===== src/hw/rtl/mef_pkg.sv =====
// Package for the majority element finder: item types, the tally control
// struct and the default store depth. It depends on nothing else.
`default_nettype none

package mef_pkg;

    localparam int MEF_MAX_ITEMS = 1024;
    localparam int MEF_DATA_W    = 32;

    typedef struct packed {
        logic signed [MEF_DATA_W-1:0] item_value;
        logic                         is_last;
    } t_in_item;

    typedef struct packed {
        logic                         found;
        logic signed [MEF_DATA_W-1:0] major_value;
    } t_out_item;

    typedef struct packed {
        logic vote;
        logic tally;
        logic clear;
    } t_tally_ctl;

endpackage

`default_nettype wire


===== src/hw/rtl/mef_tally.sv =====
// Shared compare unit of the majority element finder: one equality compare
// drives both the running vote and the occurrence count. Uses mef_pkg.
`default_nettype none

module mef_tally import mef_pkg::*; #(
    parameter int CW = 11
) (
    input  wire logic                  i_clk,
    input  wire logic                  i_rst_n,
    input  wire t_tally_ctl            i_ctl,
    input  wire logic [MEF_DATA_W-1:0] i_data,
    output logic      [MEF_DATA_W-1:0] o_candidate,
    output logic      [CW-1:0]         o_hits
);

    logic [MEF_DATA_W-1:0] r_candidate, n_candidate;
    logic [CW-1:0]         r_votes, n_votes;
    logic [CW-1:0]         r_hits, n_hits;
    logic                  match;

    assign match = (i_data == r_candidate);

    always_comb begin
        n_candidate = r_candidate;
        n_votes     = r_votes;
        n_hits      = r_hits;
        if (i_ctl.clear) begin
            n_candidate = '0;
            n_votes     = '0;
            n_hits      = '0;
        end else begin
            if (i_ctl.vote) begin
                if (r_votes == '0) begin
                    n_candidate = i_data;
                    n_votes     = CW'(1);
                end else if (match) begin
                    n_votes = r_votes + CW'(1);
                end else begin
                    n_votes = r_votes - CW'(1);
                end
            end
            if (i_ctl.tally && match) begin
                n_hits = r_hits + CW'(1);
            end
        end
    end

    always_ff @(posedge i_clk) begin
        if (!i_rst_n) begin
            r_candidate <= '0;
            r_votes     <= '0;
            r_hits      <= '0;
        end else begin
            r_candidate <= n_candidate;
            r_votes     <= n_votes;
            r_hits      <= n_hits;
        end
    end

    assign o_candidate = r_candidate;
    assign o_hits      = r_hits;

endmodule

`default_nettype wire


===== config.mk =====
export PLATFORM = sky130hd
export DESIGN_NAME = mef_tally
export DESIGN_NICKNAME = d
export VERILOG_FILES = /design/src/hw/rtl/mef_pkg.sv /design/src/hw/rtl/mef_tally.sv
export SDC_FILE = /design/constraint.sdc
export NUM_CORES = 1
export LEC_CHECK = 0
export ABC_AREA = 1
export BUFFER_PORTS_ARGS = -buffer_cell sky130_fd_sc_hd__buf_4
export CAP_MARGIN = 20
export CORE_MARGIN = 3
export CORE_UTILIZATION = 57
export CTS_CLUSTER_DIAMETER = 50
export DETAILED_ROUTE_END_ITERATION = 16
export PLACE_DENSITY = 0.86
export SLEW_MARGIN = 15
export SYNTH_ARGS = -nofsm -noshare
export SYNTH_HDL_FRONTEND = slang
export SYNTH_SLANG_ARGS = --single-unit

===== constraint.sdc =====
create_clock -name i_clk -period 3.9 [get_ports i_clk]
set_input_delay 0.78 -clock i_clk [delete_from_list [all_inputs] [get_ports i_clk]]
set_output_delay 0.78 -clock i_clk [all_outputs]
set_load 0.03 [all_outputs]

==> results.toml <==
[run_status]
outcome = "complete, no violations"

[timing]
max_freq_ghz = 0.323
hold_viol = 0
min_period_ps = 3090
fin_hold_ws_ps = 493
setup_tns_ps = 0
setup_viol = 0
rsz0062_at_grt = "no"
fin_crit_sh = 0.794
relSlewSlack = 0.367
worstMarginPinSlew_ps = 944
slew_violations = 0
skew_ps = 11.7

[logic_synthesis]
yosys_warnings = 0
synth_compound_area_frac = 0.132
syn_area_mm2 = 0.00312
postSynthCellCount = 475
synth_adder_area_share = 0.0505
yosysSeqAreaShare = 0.346
muxShareOfSynthArea = 0
synthSimpleGateAreaFrac = 0.324
synth_top_family_by_area = "simple AND/OR/NAND/NOR gates"
syn_avg_cell_area_um2 = 6.58
synth-seq-cells = 54
synth_nets = 524
synth_cell_types = 28
synth-xor-area-share = 0.0701

[clocking]
path_clk_slew_ps = 100
clock_latency_ps = 310
root_buffer = "clkbuf_8"
cts.path.max_buffers = 2
h-tree-depth = 2
ctsResizeCount = 0
cts.sinks = 54
ctsHoldBuffers = 0
cts_tree = "yes"
cts_made_buffers = 5
post_cts_buffers = 0

[cells_and_area]
antenna_cells = 0
num-fill-cells = 452
layout.nets = 598
syn_to_final_growth_pct = 23.4
layout_common_cells = "145 x nand2_1, 82 x buf_4, 55 x a21oi_1, 54 x dfxtp_1, 44 x inv_1"
final_common_cell = "nand2_1"
drive_gt1_frac = 0.182

[flow_run]
maxCapViolCount = 0

[floorplan]
fp.dieW_um = 80.0
core_area_mm2 = 0.00520
die_height_um = 80.0
die-area_mm2 = 0.00641
rows = 26
start_util = 0.600
io_pins = 80

[drt]
first_iter_violations = 245
drc_errors = 0
antenna_left = 0
route.vias.total = 3349
drtPass1Iterations = 4
wire_per_inst_um = 13.0
avgViaCountPerCell = 5.40
drt_wl_total_um = 8090

[placement]
port_buffers = 79
dp_hpwl_um = 6040
gp_congestion = 0.908

[worst_hold_path]
worstHoldStart = "o_candidate[21]$_SDFFE_PP0P_"
hold_class = "flop to flop"

[global_route]
globalRouteOverflowTotal = 0
track_usage = 0.260
antenna_found_initial = 0
grt_pass1_vias = 3075
grt_pass1_wl_um = 13400
grt_start_max_net_pins = 43

[setup_path]
cp.required_ps = 4070
startpoint = "i_data[2]"
worstSetupStartpointType = "input port"
cp-end-kind = "flop"
criticalPathCategory = "input port to flop"
rr_startpoint = "o_candidate[2]$_SDFFE_PP0P_"
path_max_fanout = 14
cp.arrival_ps = 3260

[power_and_ir_drop]
vdd.ir_drop.worst_v = 0.000256
p_leak_nw = 1.68
power.density_mw_per_mm2 = 409
[critical path: stages]
cell     delay (ps)
buf_4           120
xnor2_1         250
nand2_1          90
nor2_1           80
nand2_1          70
nor2_1          130
nand2_2         250
ha_1            420
a21o_1          200
a31oi_1         240
o21ai_0         180
or2_2           300
nand3_1          70
a21oi_1          60
[sequential cells by signal (all words and copies together) (netlist names)]
register,flops
o_candidate,32
o_hits,11
r_votes,11
[power by group]
group          total (mW)  switching, mW  internal [mW]  leakage, nW
Clock               0.329          0.185          0.144       0.0482
Combinational       0.612          0.391          0.220         1.19
Sequential          0.636         0.0410          0.595        0.438
[cell families after synthesis]
group / count (synthesis)
buf+inv: 63
simple gates: 240
fa+ha+maj: 12
flops: 54
compound gates: 81
xor+xnor: 25
[final cells by class]
class                      count  area (um2)  share of cell area
clock buffer                   7        86.3              0.0224
clock inverter                 1        5.00             0.00130
inverter                      48         180              0.0467
multi-input combinational    358        1800               0.467
sequential                    54        1080               0.280
tap                           70        87.6              0.0227
timing repair buffer          82         616               0.160
[cell usage after synthesis]
library cell | number | share of area
nand2_1 | 145 | 0.17
nor2_8 | 1 | 0.0064
ha_1 | 11 | 0.044
or2_2 | 2 | 0.0040
and3_1 | 1 | 0.0020
inv_2 | 3 | 0.0036
nor3_1 | 11 | 0.018
nand3b_1 | 2 | 0.0048
nand3_1 | 38 | 0.061
a31oi_1 | 1 | 0.0020
nor4_1 | 2 | 0.0040
inv_1 | 44 | 0.053
buf_1 | 1 | 0.0012
o211ai_1 | 1 | 0.0024
dfxtp_1 | 54 | 0.35
a21oi_1 | 55 | 0.088
nor2_2 | 2 | 0.0040
o21ai_1 | 2 | 0.0032
o21ai_0 | 21 | 0.034
xor2_1 | 1 | 0.0028
fa_1 | 1 | 0.0064
clkinv_1 | 1 | 0.0012
buf_2 | 6 | 0.0096
clkbuf_1 | 8 | 0.0096
a21o_1 | 1 | 0.0024
xnor2_1 | 24 | 0.067
nor2_1 | 33 | 0.040
nand2_2 | 3 | 0.0060
[per-layer routing]
layer | global-route usage | wire [um] | part of all wire
met1 | 0.317 | 3360 | 0.42
met2 | 0.450 | 3910 | 0.48
met3 | 0.0508 | 616 | 0.076
met4 | 0.0963 | 202 | 0.025
met5 | 0 | 0 | 0
[through the flow]
stage / utilization / std cells / total power [mW] / setup slack, ps / instance area (um2)
floorplan: - / 475 / 1.08 / 1030 / 3120
global placement: 0.723 / 612 / 1.24 / 586 / 3760
detailed placement: 0.723 / 612 / 1.25 / 491 / 3760
CTS: 0.741 / 620 / 1.58 / 827 / 3850
global route: 0.741 / 620 / 1.68 / 452 / 3850
finish: 0.741 / 620 / 1.58 / 805 / 3850
[path summary, 6_finish.rpt]
path / depth (start not counted) / slack (ps) / to
worst min register to register: 2 / 490 / o_candidate[21]$_SDFFE_PP0P_
worst min-delay path: 2 / 490 / o_candidate[21]$_SDFFE_PP0P_
worst max register to register: 13 / 1010 / r_votes[6]$_SDFFE_PP0P_
worst max-delay path: 14 / 810 / r_votes[6]$_SDFFE_PP0P_
Power figures use the tool's default switching activity.
